`src/rtl/core/drtmr_pkg.sv`:
```
// Shared types, constants and helpers of the divider and reload timer.
`timescale 1ns / 1ps
package drtmr_pkg;

  // Divider period in machine cycles (16 to 256)
  localparam int unsigned DIV_PERIOD = 256;

  localparam int unsigned DIV_ACC_W  = 9;
  localparam int unsigned TMR_ACC_W  = 11;
  localparam int unsigned CYC_W      = 8;
  localparam int unsigned CNT_W      = 8;
  localparam int unsigned ADDR_W     = 4;
  localparam int unsigned PDATA_W    = 32;
  localparam int unsigned IN_TDATA_W = 8;
  localparam int unsigned OUT_TDATA_W = 24;

  // Register indexes (paddr[3:2])
  localparam logic [1:0] REG_TIMER_ENABLE = 2'd0;
  localparam logic [1:0] REG_CLOCK_SELECT = 2'd1;
  localparam logic [1:0] REG_RELOAD_VALUE = 2'd2;

  // Clock select codes
  localparam logic [1:0] CSEL_1024 = 2'd0;
  localparam logic [1:0] CSEL_16   = 2'd1;
  localparam logic [1:0] CSEL_64   = 2'd2;
  localparam logic [1:0] CSEL_256  = 2'd3;

  localparam logic [CNT_W-1:0] CNT_MAX = 8'hFF;

  typedef struct packed {
    logic             timer_enable;
    logic [1:0]       clock_select;
    logic [CNT_W-1:0] reload_value;
  } cfg_t;

  typedef struct packed {
    logic             timer_interrupt;
    logic [CNT_W-1:0] timer_value;
    logic [CNT_W-1:0] divider_value;
  } res_t;

  // Timer period chosen by the clock select
  function automatic logic [TMR_ACC_W-1:0] tmr_period(input logic [1:0] csel);
    logic [TMR_ACC_W-1:0] p;
    unique case (csel)
      CSEL_1024: p = 11'd1024;
      CSEL_16:   p = 11'd16;
      CSEL_64:   p = 11'd64;
      CSEL_256:  p = 11'd256;
      default:   p = 11'd1024;
    endcase
    return p;
  endfunction

endpackage

```
`src/rtl/core/drtmr_regs.sv`:
```
// Configuration register file behind the APB-style port.
`timescale 1ns / 1ps
module drtmr_regs (
  input  logic                           clk,
  input  logic                           rst_n,
  input  logic                           psel,
  input  logic                           penable,
  input  logic                           pwrite,
  input  logic [drtmr_pkg::ADDR_W-1:0]   paddr,
  input  logic [drtmr_pkg::PDATA_W-1:0]  pwdata,
  output logic [drtmr_pkg::PDATA_W-1:0]  prdata,
  output logic                           pready,
  output drtmr_pkg::cfg_t                cfg
);
  import drtmr_pkg::*;

  cfg_t       cfg_r;
  cfg_t       cfg_nxt;
  logic [1:0] reg_idx;
  logic       wr_en;

  assign reg_idx = paddr[3:2];
  assign pready  = 1'b1;
  assign wr_en   = psel && penable && pwrite && pready;

  // Update the addressed register on a completed write
  always_comb begin
    cfg_nxt = cfg_r;
    if (wr_en) begin
      unique case (reg_idx)
        REG_TIMER_ENABLE: cfg_nxt.timer_enable = pwdata[0];
        REG_CLOCK_SELECT: cfg_nxt.clock_select = pwdata[1:0];
        REG_RELOAD_VALUE: cfg_nxt.reload_value = pwdata[CNT_W-1:0];
        default:          cfg_nxt = cfg_r;
      endcase
    end
  end

  always_ff @(posedge clk) begin
    if (!rst_n) begin
      cfg_r <= '0;
    end else begin
      cfg_r <= cfg_nxt;
    end
  end

  // Read back the addressed register, zero-extended
  always_comb begin
    unique case (reg_idx)
      REG_TIMER_ENABLE: prdata = {{(PDATA_W-1){1'b0}}, cfg_r.timer_enable};
      REG_CLOCK_SELECT: prdata = {{(PDATA_W-2){1'b0}}, cfg_r.clock_select};
      REG_RELOAD_VALUE: prdata = {{(PDATA_W-CNT_W){1'b0}}, cfg_r.reload_value};
      default:          prdata = '0;
    endcase
  end

  assign cfg = cfg_r;

endmodule

```
`src/rtl/core/drtmr_count.sv`:
```
// Divider and timer counter state with the single-step update logic.
`timescale 1ns / 1ps
module drtmr_count (
  input  logic                          clk,
  input  logic                          rst_n,
  input  logic                          step_en,
  input  logic [drtmr_pkg::CYC_W-1:0]   cycles,
  input  drtmr_pkg::cfg_t               cfg,
  output drtmr_pkg::res_t               res
);
  import drtmr_pkg::*;

  localparam logic [DIV_ACC_W-1:0] DIV_PERIOD_C = DIV_ACC_W'(DIV_PERIOD);

  logic [DIV_ACC_W-1:0] div_acc_r, div_acc_nxt, div_sum;
  logic [TMR_ACC_W-1:0] tmr_acc_r, tmr_acc_nxt, tmr_sum;
  logic [CNT_W-1:0]     div_r, div_nxt;
  logic [CNT_W-1:0]     tmr_r, tmr_nxt;
  logic                 irq;

  // Divider: add cycles, step once and drop any excess on reaching the period
  always_comb begin
    div_sum     = div_acc_r + DIV_ACC_W'(cycles);
    div_acc_nxt = div_sum;
    div_nxt     = div_r;
    if (div_sum >= DIV_PERIOD_C) begin
      div_acc_nxt = '0;
      div_nxt     = div_r + CNT_W'(1);
    end
  end

  // Timer: advance only while enabled, reload from the top value
  always_comb begin
    tmr_sum     = tmr_acc_r + TMR_ACC_W'(cycles);
    tmr_acc_nxt = tmr_acc_r;
    tmr_nxt     = tmr_r;
    irq         = 1'b0;
    if (cfg.timer_enable) begin
      tmr_acc_nxt = tmr_sum;
      if (tmr_sum >= tmr_period(cfg.clock_select)) begin
        tmr_acc_nxt = '0;
        if (tmr_r == CNT_MAX) begin
          tmr_nxt = cfg.reload_value;
          irq     = 1'b1;
        end else begin
          tmr_nxt = tmr_r + CNT_W'(1);
        end
      end
    end
  end

  // Commit the step when the item moves on
  always_ff @(posedge clk) begin
    if (!rst_n) begin
      div_acc_r <= '0;
      tmr_acc_r <= '0;
      div_r     <= '0;
      tmr_r     <= '0;
    end else if (step_en) begin
      div_acc_r <= div_acc_nxt;
      tmr_acc_r <= tmr_acc_nxt;
      div_r     <= div_nxt;
      tmr_r     <= tmr_nxt;
    end
  end

  assign res.divider_value   = div_nxt;
  assign res.timer_value     = tmr_nxt;
  assign res.timer_interrupt = irq;

endmodule

```
`src/rtl/core/divider_and_reload_timer.sv`:
```
// Top level of the divider and reload timer: request pipeline and config port.
//
//   channel  | direction | carries
//   ---------+-----------+-------------------------------------------------
//   in_      | slave     | elapsed cycle count, one request per item
//   out_     | master    | divider value, timer value, interrupt flag
//   cfg_     | APB slave | timer_enable, clock_select, reload_value
//
// One request per clock sustained while out_tready is high; each request passes the
// input register, then the add/compare step, then the result register.
// Reset (rst_n low, synchronous) clears counters, config and both valid flags.
// A stalled result holds in the output register while the input register
// still takes one request; both sides stall only when both stages are full.
`timescale 1ns / 1ps
module divider_and_reload_timer (
  input  logic                                clk,
  input  logic                                rst_n,
  // tdata: [7:0] elapsed_cycles
  input  logic                                in_tvalid,
  output logic                                in_tready,
  input  logic [drtmr_pkg::IN_TDATA_W-1:0]    in_tdata,
  // tdata: [7:0] divider_value, [15:8] timer_value, [16] timer_interrupt,
  //        [23:17] zero
  output logic                                out_tvalid,
  input  logic                                out_tready,
  output logic [drtmr_pkg::OUT_TDATA_W-1:0]   out_tdata,
  input  logic                                cfg_psel,
  input  logic                                cfg_penable,
  input  logic                                cfg_pwrite,
  input  logic [drtmr_pkg::ADDR_W-1:0]        cfg_paddr,
  input  logic [drtmr_pkg::PDATA_W-1:0]       cfg_pwdata,
  output logic [drtmr_pkg::PDATA_W-1:0]       cfg_prdata,
  output logic                                cfg_pready
);
  import drtmr_pkg::*;

  cfg_t             cfg;
  res_t             res;
  logic             s1_valid_r, s1_valid_nxt;
  logic [CYC_W-1:0] s1_cycles_r;
  logic             out_valid_r, out_valid_nxt;
  res_t             out_res_r;
  logic             advance;
  logic             take_in;

  drtmr_regs u_regs (
    .clk     (clk),
    .rst_n   (rst_n),
    .psel    (cfg_psel),
    .penable (cfg_penable),
    .pwrite  (cfg_pwrite),
    .paddr   (cfg_paddr),
    .pwdata  (cfg_pwdata),
    .prdata  (cfg_prdata),
    .pready  (cfg_pready),
    .cfg     (cfg)
  );

  // Move the held request to the result register when that is free
  assign advance   = s1_valid_r && (!out_valid_r || out_tready);
  assign in_tready = !s1_valid_r || advance;
  assign take_in   = in_tvalid && in_tready;

  drtmr_count u_count (
    .clk     (clk),
    .rst_n   (rst_n),
    .step_en (advance),
    .cycles  (s1_cycles_r),
    .cfg     (cfg),
    .res     (res)
  );

  always_comb begin
    s1_valid_nxt  = take_in || (s1_valid_r && !advance);
    out_valid_nxt = advance || (out_valid_r && !out_tready);
  end

  // Valid flags
  always_ff @(posedge clk) begin
    if (!rst_n) begin
      s1_valid_r  <= 1'b0;
      out_valid_r <= 1'b0;
    end else begin
      s1_valid_r  <= s1_valid_nxt;
      out_valid_r <= out_valid_nxt;
    end
  end

  // Payload registers
  always_ff @(posedge clk) begin
    if (take_in) begin
      s1_cycles_r <= in_tdata[CYC_W-1:0];
    end
    if (advance) begin
      out_res_r <= res;
    end
  end

  assign out_tvalid = out_valid_r;
  assign out_tdata  = {7'd0, out_res_r.timer_interrupt, out_res_r.timer_value,
                       out_res_r.divider_value};

endmodule

```
`config.mk`:
```
export PLATFORM = sky130hd
export DESIGN_NAME = divider_and_reload_timer
export DESIGN_NICKNAME = d
export VERILOG_FILES = /design/src/rtl/core/drtmr_pkg.sv /design/src/rtl/core/drtmr_regs.sv /design/src/rtl/core/drtmr_count.sv /design/src/rtl/core/divider_and_reload_timer.sv
export SDC_FILE = /design/constraint.sdc
export NUM_CORES = 1
export LEC_CHECK = 0
export ABC_AREA = 1
export BUFFER_PORTS_ARGS = -buffer_cell sky130_fd_sc_hd__buf_2
export CORE_ASPECT_RATIO = 1.1
export CORE_MARGIN = 3
export CORE_UTILIZATION = 50
export DETAILED_ROUTE_END_ITERATION = 7
export PLACE_DENSITY = 0.76
export SETUP_SLACK_MARGIN = 0.5
export SLEW_MARGIN = 20
export SYNTH_ARGS = -nofsm -noshare
export SYNTH_HDL_FRONTEND = slang
export SYNTH_SLANG_ARGS = --single-unit
```
`constraint.sdc`:
```
create_clock -name clk -period 4.9 [get_ports clk]
set_input_delay 0.245 -clock clk [delete_from_list [all_inputs] [get_ports clk]]
set_output_delay 0.245 -clock clk [all_outputs]
set_load 0.05 [all_outputs]
```
# == After elaboration in Yosys (flattened, before gate mapping) ==
# Index checks and enable logic that the tools add are counted.
# totals
reg_bits,74
input_bits,51
output_inout_bits,59
elab_cells,56
# op_classes
add_sub_neg,4
magnitude_cmp,2
n_eq_ne,6
n_mux,10
reduce_logical,21
# op_table
cell,count
$pmux 11 s4,1
$mux 8,4
$pmux 8 s3,1
$mux 11,2
$add 8x1->8 const B,2
$add 11x8->11,1
$ge 11x11->1,1
$reduce_and 2->1,5
$add 9x8->9,1
$ge 9x9->1 const B,1
$mux 9,1
$eq 8x8->1 const B,1
$eq 2x2->1 const B,3
$logic_and 1x1->1,6
$eq 2x1->1 const B,2
$logic_not 1->1,4
$logic_not 2->1,2
$logic_or 1x1->1,4
$mux 1,1

# == Longest topological paths before layout ==
# depth
depth_word,6
depth_mapped,22
depth_no_buf,22

# == Hierarchy ==
# A second synthesis with hierarchy kept.
# hier_totals
hier_cells,595
area_unflattened_um2,4571.9
# modules_own_cells
mod,n_inst,cells_each,area_per_inst_um2,seq_area_each_um2
drtmr_count,1,425,2872.8,720.7
divider_and_reload_timer,1,46,902.1,790.8
drtmr_regs,1,124,797.0,220.2

# == Least setup slack after synthesis ==
# Ideal clock, no wire load.
# synth_timing
kind,reg2reg
start,register s1_cycles_r[0]
end,"register out_res_r, in the netlist out_tdata[10], data pin"
setup_time_ns,0.254
arrival_ns,2.849
required_time_ns,4.646
setup_slack_ns,1.797
path_stages_with_launch,21
path_buffers,0
period_less_slack_ns,3.103
path_cell_list,edfxtp_1 ha_1 inv_1 fa_1 o21ai_0 nand2_1 a21oi_1 nor2_1 xnor2_1 ha_1 nand2_1 nor2_1 nand4_1 nor2_1 nand3_1 nor2_1 nor2_2 nand3_4 nand2_2 nand2_1 nand2_1
# synth_rtl
element,line_no,text
start: declaration,divider_and_reload_timer.sv:40,logic [CYC_W-1:0] s1_cycles_r;
start signal: assignment,divider_and_reload_timer.sv:92,s1_cycles_r <= in_tdata[CYC_W-1:0];
end signal: assignment,divider_and_reload_timer.sv:95,out_res_r <= res;
end: declaration,divider_and_reload_timer.sv:42,res_t out_res_r;

# == Worst setup path in the final report ==
# layout_timing
start,register s1_cycles_r[0]
end,register u_count.tmr_acc_r[0]
# layout_between
elab_chain_cells,3
# layout_rtl
element,line_no,text
$add 11x8->11 *,drtmr_count.sv:34,tmr_sum = tmr_acc_r + TMR_ACC_W'(cycles);
$ge 11x11->1,drtmr_count.sv:40,if (tmr_sum >= tmr_period(cfg.clock_select)) begin
$mux 11 *,drtmr_count.sv:40,
end signal: assignment,drtmr_count.sv:61,tmr_acc_r <= tmr_acc_nxt;
end: declaration,drtmr_count.sv:16,"logic [TMR_ACC_W-1:0] tmr_acc_r, tmr_acc_nxt, tmr_sum;"
# Every way passes the cells marked *; elsewhere a longest branch is shown, timed or not.
# A chain may end at the register's enable or synchronous reset.

==> impl_metrics.prom <==
# TYPE chip_impl_metric gauge
chip_impl_metric{name="routed_wire_length_per_instance",unit="µm"} 12.3
chip_impl_metric{name="critical_path.max_stage_delay",unit="ns"} 0.40
chip_impl_metric{name="grt_remaining_overflow",unit=""} 0
chip_impl_metric{name="tns",unit="ns"} 0
chip_impl_metric{name="cts_resized",unit=""} 0
chip_impl_info{name="cp_cell_sequence",value="ha_1 > inv_1 > fa_1 > o21ai_0 > nand2_1 > a21oi_1 > nor2_1 > xnor2_1 > ha_1 > nand2_1 > nor2_1 > nand4_1 > nor2_1 > nand3_1 > nor2_1 > nor2_2 > nand3_4 > nor2_4 > nand2_1 > a21oi_1"} 1
chip_impl_metric{name="detail_route.wirelength",unit="µm"} 9120
chip_impl_metric{name="met3_length",unit="µm"} 528
chip_impl_metric{name="grt_antenna_before_repair",unit=""} 0
chip_impl_metric{name="irDropWorstVdd",unit="mV"} 0.135
chip_impl_metric{name="ys_seq_area_share",unit="%"} 38.9
chip_impl_info{name="unrepaired_setup_endpoints_after_global_routing",value="false"} 1
chip_impl_metric{name="dp.final_hpwl",unit="µm"} 6820
chip_impl_info{name="hold_path_class",value="primary input to flip-flop"} 1
chip_impl_metric{name="drc_errors",unit=""} 0
chip_impl_metric{name="grt_usage",unit="%"} 18.7
chip_impl_metric{name="number_of_flops_mapped_to_enable_cells_by_yosys",unit=""} 25
chip_impl_metric{name="number_of_global_route_vias_before_repair",unit=""} 3463
chip_impl_metric{name="drt-initial-drc-count",unit=""} 167
chip_impl_metric{name="io-pin-count",unit=""} 110
chip_impl_metric{name="final_worst_path_period_share",unit="%"} 76.7
chip_impl_metric{name="cts_hold_repair.buffers",unit=""} 0
chip_impl_metric{name="ant_nets",unit=""} 0
chip_impl_metric{name="worstHoldPathCells",unit=""} 1
chip_impl_metric{name="postSynth.asyncResetShare",unit="%"} 0
chip_impl_metric{name="clock.fmax",unit="MHz"} 266
chip_impl_info{name="highest_delay_cell_along_the_critical_path",value="edfxtp_1"} 1
chip_impl_metric{name="maximum_number_of_pins_on_one_net_before_global_route_repair",unit=""} 41
chip_impl_metric{name="tightestPinTransition",unit="ns"} 0.890
chip_impl_metric{name="synth_cells",unit=""} 578
chip_impl_metric{name="cts_num_sinks",unit=""} 74
chip_impl_info{name="tritoncts_clock_tree",value="yes"} 1
chip_impl_metric{name="vias_per_cell",unit=""} 5.05
chip_impl_metric{name="postLayoutSetupSlackWorst",unit="ns"} 1.14
chip_impl_info{name="reg2reg_to",value="u_count.tmr_acc_r[0]$_SDFFE_PN0P_"} 1
chip_impl_info{name="min-delay-start",value="in_tdata[2]"} 1
chip_impl_metric{name="antenna_cells_inserted",unit=""} 0
chip_impl_metric{name="cellLeakagePower",unit="nW"} 2.28
chip_impl_metric{name="gpl.final_weighted_congestion",unit=""} 0.875
chip_impl_info{name="worstReg2RegStart",value="s1_cycles_r[0]$_DFFE_PP_"} 1
chip_impl_metric{name="timing.reg2reg.setup_slack",unit="ns"} 1.14
chip_impl_metric{name="dpl_cell_area",unit="µm²"} 4670
chip_impl_metric{name="layout-drive-gt1-share",unit="%"} 17.4
chip_impl_metric{name="die_height",unit="µm"} 105
chip_impl_info{name="top_layer",value="met4"} 1
chip_impl_metric{name="timing.final.hold_violations",unit=""} 0
chip_impl_metric{name="worstPathBufferInverterCount",unit=""} 1
chip_impl_metric{name="placement_rows",unit=""} 35
chip_impl_metric{name="timing.final.crit_period",unit="ns"} 3.76
chip_impl_metric{name="filler_cell_count",unit=""} 807
chip_impl_metric{name="design.die.area",unit="µm²"} 10100
chip_impl_metric{name="yosys_warnings",unit=""} 0
chip_impl_metric{name="coreArea",unit="µm²"} 8540
chip_impl_info{name="layout.cells.most_common_list",value="nand2_1, inv_1, buf_2"} 1
chip_impl_metric{name="slew_violations",unit=""} 0
chip_impl_info{name="kind_of_critical_path",value="flip-flop to flip-flop"} 1
chip_impl_metric{name="power.density",unit="nW/µm²"} 293
chip_impl_metric{name="clock_path_buffers",unit=""} 2
chip_impl_metric{name="worstPathArrival",unit="ns"} 4.03
chip_impl_metric{name="worstRegToRegCells",unit=""} 20
chip_impl_metric{name="cts_htree_levels",unit=""} 3
chip_impl_metric{name="setup_viol",unit=""} 0
chip_impl_metric{name="final.setup_skew",unit="ns"} 0.0117
chip_impl_metric{name="postLayoutCoreUtil",unit="%"} 57.0
chip_impl_info{name="hold_crit_endpoint",value="s1_cycles_r[2]$_DFFE_PP_"} 1
chip_impl_metric{name="worst-path-max-fanout",unit=""} 11
chip_impl_metric{name="m1WireLength",unit="µm"} 3830
chip_impl_metric{name="cts_inserted_buffers",unit=""} 9
chip_impl_info{name="cts_root_buffer",value="clkbuf_8"} 1
chip_impl_metric{name="drt-pass1-iter-count",unit=""} 5
chip_impl_metric{name="max_capacitance_violation_count",unit=""} 0
chip_impl_metric{name="maxSlewHeadroom",unit="%"} 40.5
chip_impl_metric{name="layout.cell_area.non_filler",unit="µm²"} 4860
chip_impl_metric{name="worst_path_required_time",unit="ns"} 5.17
chip_impl_metric{name="dr_wl_met2",unit="µm"} 4610
chip_impl_metric{name="post-place-ws",unit="ns"} 1.16
chip_impl_metric{name="avgSynthCellArea",unit="µm²"} 7.70
chip_impl_metric{name="yosys_register_bits",unit=""} 74
chip_impl_metric{name="place.detailed.instances",unit=""} 727
chip_impl_info{name="critical-path-top-cell-by-count",value="nor2_1"} 1
chip_impl_metric{name="clkLatencyLatePin",unit="ns"} 0.35
chip_impl_metric{name="post_cts_clock_slew_at_the_launch_and_capture_registers_of_the_worst_setup_and_hold_paths",unit="ns"} 0.09
chip_impl_metric{name="initial_utilization",unit="%"} 52.1
chip_impl_metric{name="area_delta_synth_final",unit="%"} 9.28
chip_impl_metric{name="cell_variety_after_synth",unit=""} 41
chip_impl_metric{name="final_nets",unit=""} 702
chip_impl_metric{name="instances_no_fill",unit=""} 743
chip_impl_info{name="critical_path.endpoint_type",value="flip-flop"} 1
chip_impl_info{name="synthFlopType",value="dfxtp_1"} 1
chip_impl_metric{name="vias",unit=""} 3753
chip_impl_info{name="critPathTopFamily",value="simple AND/OR/NAND/NOR gates"} 1
chip_impl_info{name="final_common_cell",value="nand2_1"} 1
chip_impl_info{name="setup.worst_path.start_class",value="flip-flop"} 1
chip_impl_metric{name="global_route_wire_length_before_repair",unit="µm"} 15000
chip_impl_info{name="outcome",value="finished, final reports clean"} 1
chip_impl_metric{name="post-cts-setup-buffers",unit=""} 0
chip_impl_metric{name="synth_area",unit="µm²"} 4450
chip_impl_metric{name="port_buffers",unit=""} 51
chip_impl_metric{name="die_width",unit="µm"} 96.0
[how the worst max path moves through the flow]
stage | end | cells after the start | startpoint | slack (ns)
2_1_floorplan | out_tdata[10]$_DFFE_PP_ | 20 | s1_cycles_r[0]$_DFFE_PP_ | 1.80
3_3_place_gp | u_count.tmr_acc_r[0]$_SDFFE_PN0P_ | 20 | s1_cycles_r[0]$_DFFE_PP_ | 1.21
3_5_place_dp | u_count.tmr_acc_r[0]$_SDFFE_PN0P_ | 20 | s1_cycles_r[0]$_DFFE_PP_ | 1.16
4_1_cts | u_count.tmr_acc_r[0]$_SDFFE_PN0P_ | 20 | s1_cycles_r[0]$_DFFE_PP_ | 1.13
5_1_grt | u_count.tmr_r[7]$_SDFFE_PN0P_ | 22 | s1_cycles_r[0]$_DFFE_PP_ | 0.90
6_report | u_count.tmr_acc_r[0]$_SDFFE_PN0P_ | 20 | s1_cycles_r[0]$_DFFE_PP_ | 1.14
[final cells by class]
class / count / area, µm² / share of cell area, %
Clock buffer: 9 / 124 / 2.55
Clock inverter: 7 / 73.8 / 1.52
Inverter: 87 / 327 / 6.71
Multi-Input combinational cell: 402 / 2200 / 45.2
Sequential cell: 74 / 1730 / 35.6
Tap cell: 111 / 139 / 2.86
Timing Repair Buffer: 53 / 270 / 5.56
[synth_stat cells (3+ instances only)]
| cell type | instances | area share, % |
|---|---|---|
| nand2_1 | 111 | 9.4 |
| inv_1 | 83 | 7.0 |
| dfxtp_1 | 49 | 22 |
| a21oi_1 | 46 | 5.2 |
| nor2_1 | 38 | 3.2 |
| nand3_1 | 36 | 4.0 |
| o21ai_0 | 35 | 3.9 |
| buf_4 | 32 | 5.4 |
| edfxtp_1 | 25 | 17 |
| ha_1 | 22 | 6.2 |
| nand2_2 | 16 | 2.2 |
| xor2_1 | 13 | 2.6 |
| a21oi_2 | 10 | 2.0 |
| clkbuf_1 | 10 | 0.84 |
| nor3_1 | 7 | 0.79 |
| nand3b_1 | 5 | 0.84 |
| nand4_1 | 4 | 0.56 |
| or2_2 | 3 | 0.42 |
[through the flow]
stage                     hold WS [ns]  total power (W)
after floorplan                  0.344         0.000924
after global placement           0.423         0.000947
after detailed placement         0.423         0.000955
after CTS                       0.0487          0.00144
after global routing            0.0511          0.00150
final                           0.0621          0.00143
[flip-flops by register name, indices dropped and copies added (netlist names)]
name,count
u_count.tmr_r,8
s1_valid_r,1
u_count.div_acc_r,9
u_count.div_r,8
s1_cycles_r,8
out_tdata,17
u_count.tmr_acc_r,11
out_tvalid,1
u_regs.cfg,11
[routing by layer]
layer  vias up  GRT usage, %
met1      1724          22.9
met3        17          4.39
met5         -             0
met2       104          31.6
li1       1908             -
met4         0          6.30
[report_power, final]
group | switching, W | internal, W
clock network | 0.000244 | 0.000239
registers | 0.0000179 | 0.000666
logic | 0.000193 | 0.0000651
[cells by family (layout without fill, tap and decap cells)]
logic type,after synthesis,after routing,share of synthesized area (%)
xor gates and xnor gates,15,15,2.95
AOI/OAI and AO/OA,101,101,13.0
other,2,32,0.169
adders and majority gates,24,24,7.08
and+or+nand+nor,230,230,23.6
buffers and inverters,132,156,14.2
DFF,74,74,38.9
Power figures use the tool's default switching activity.
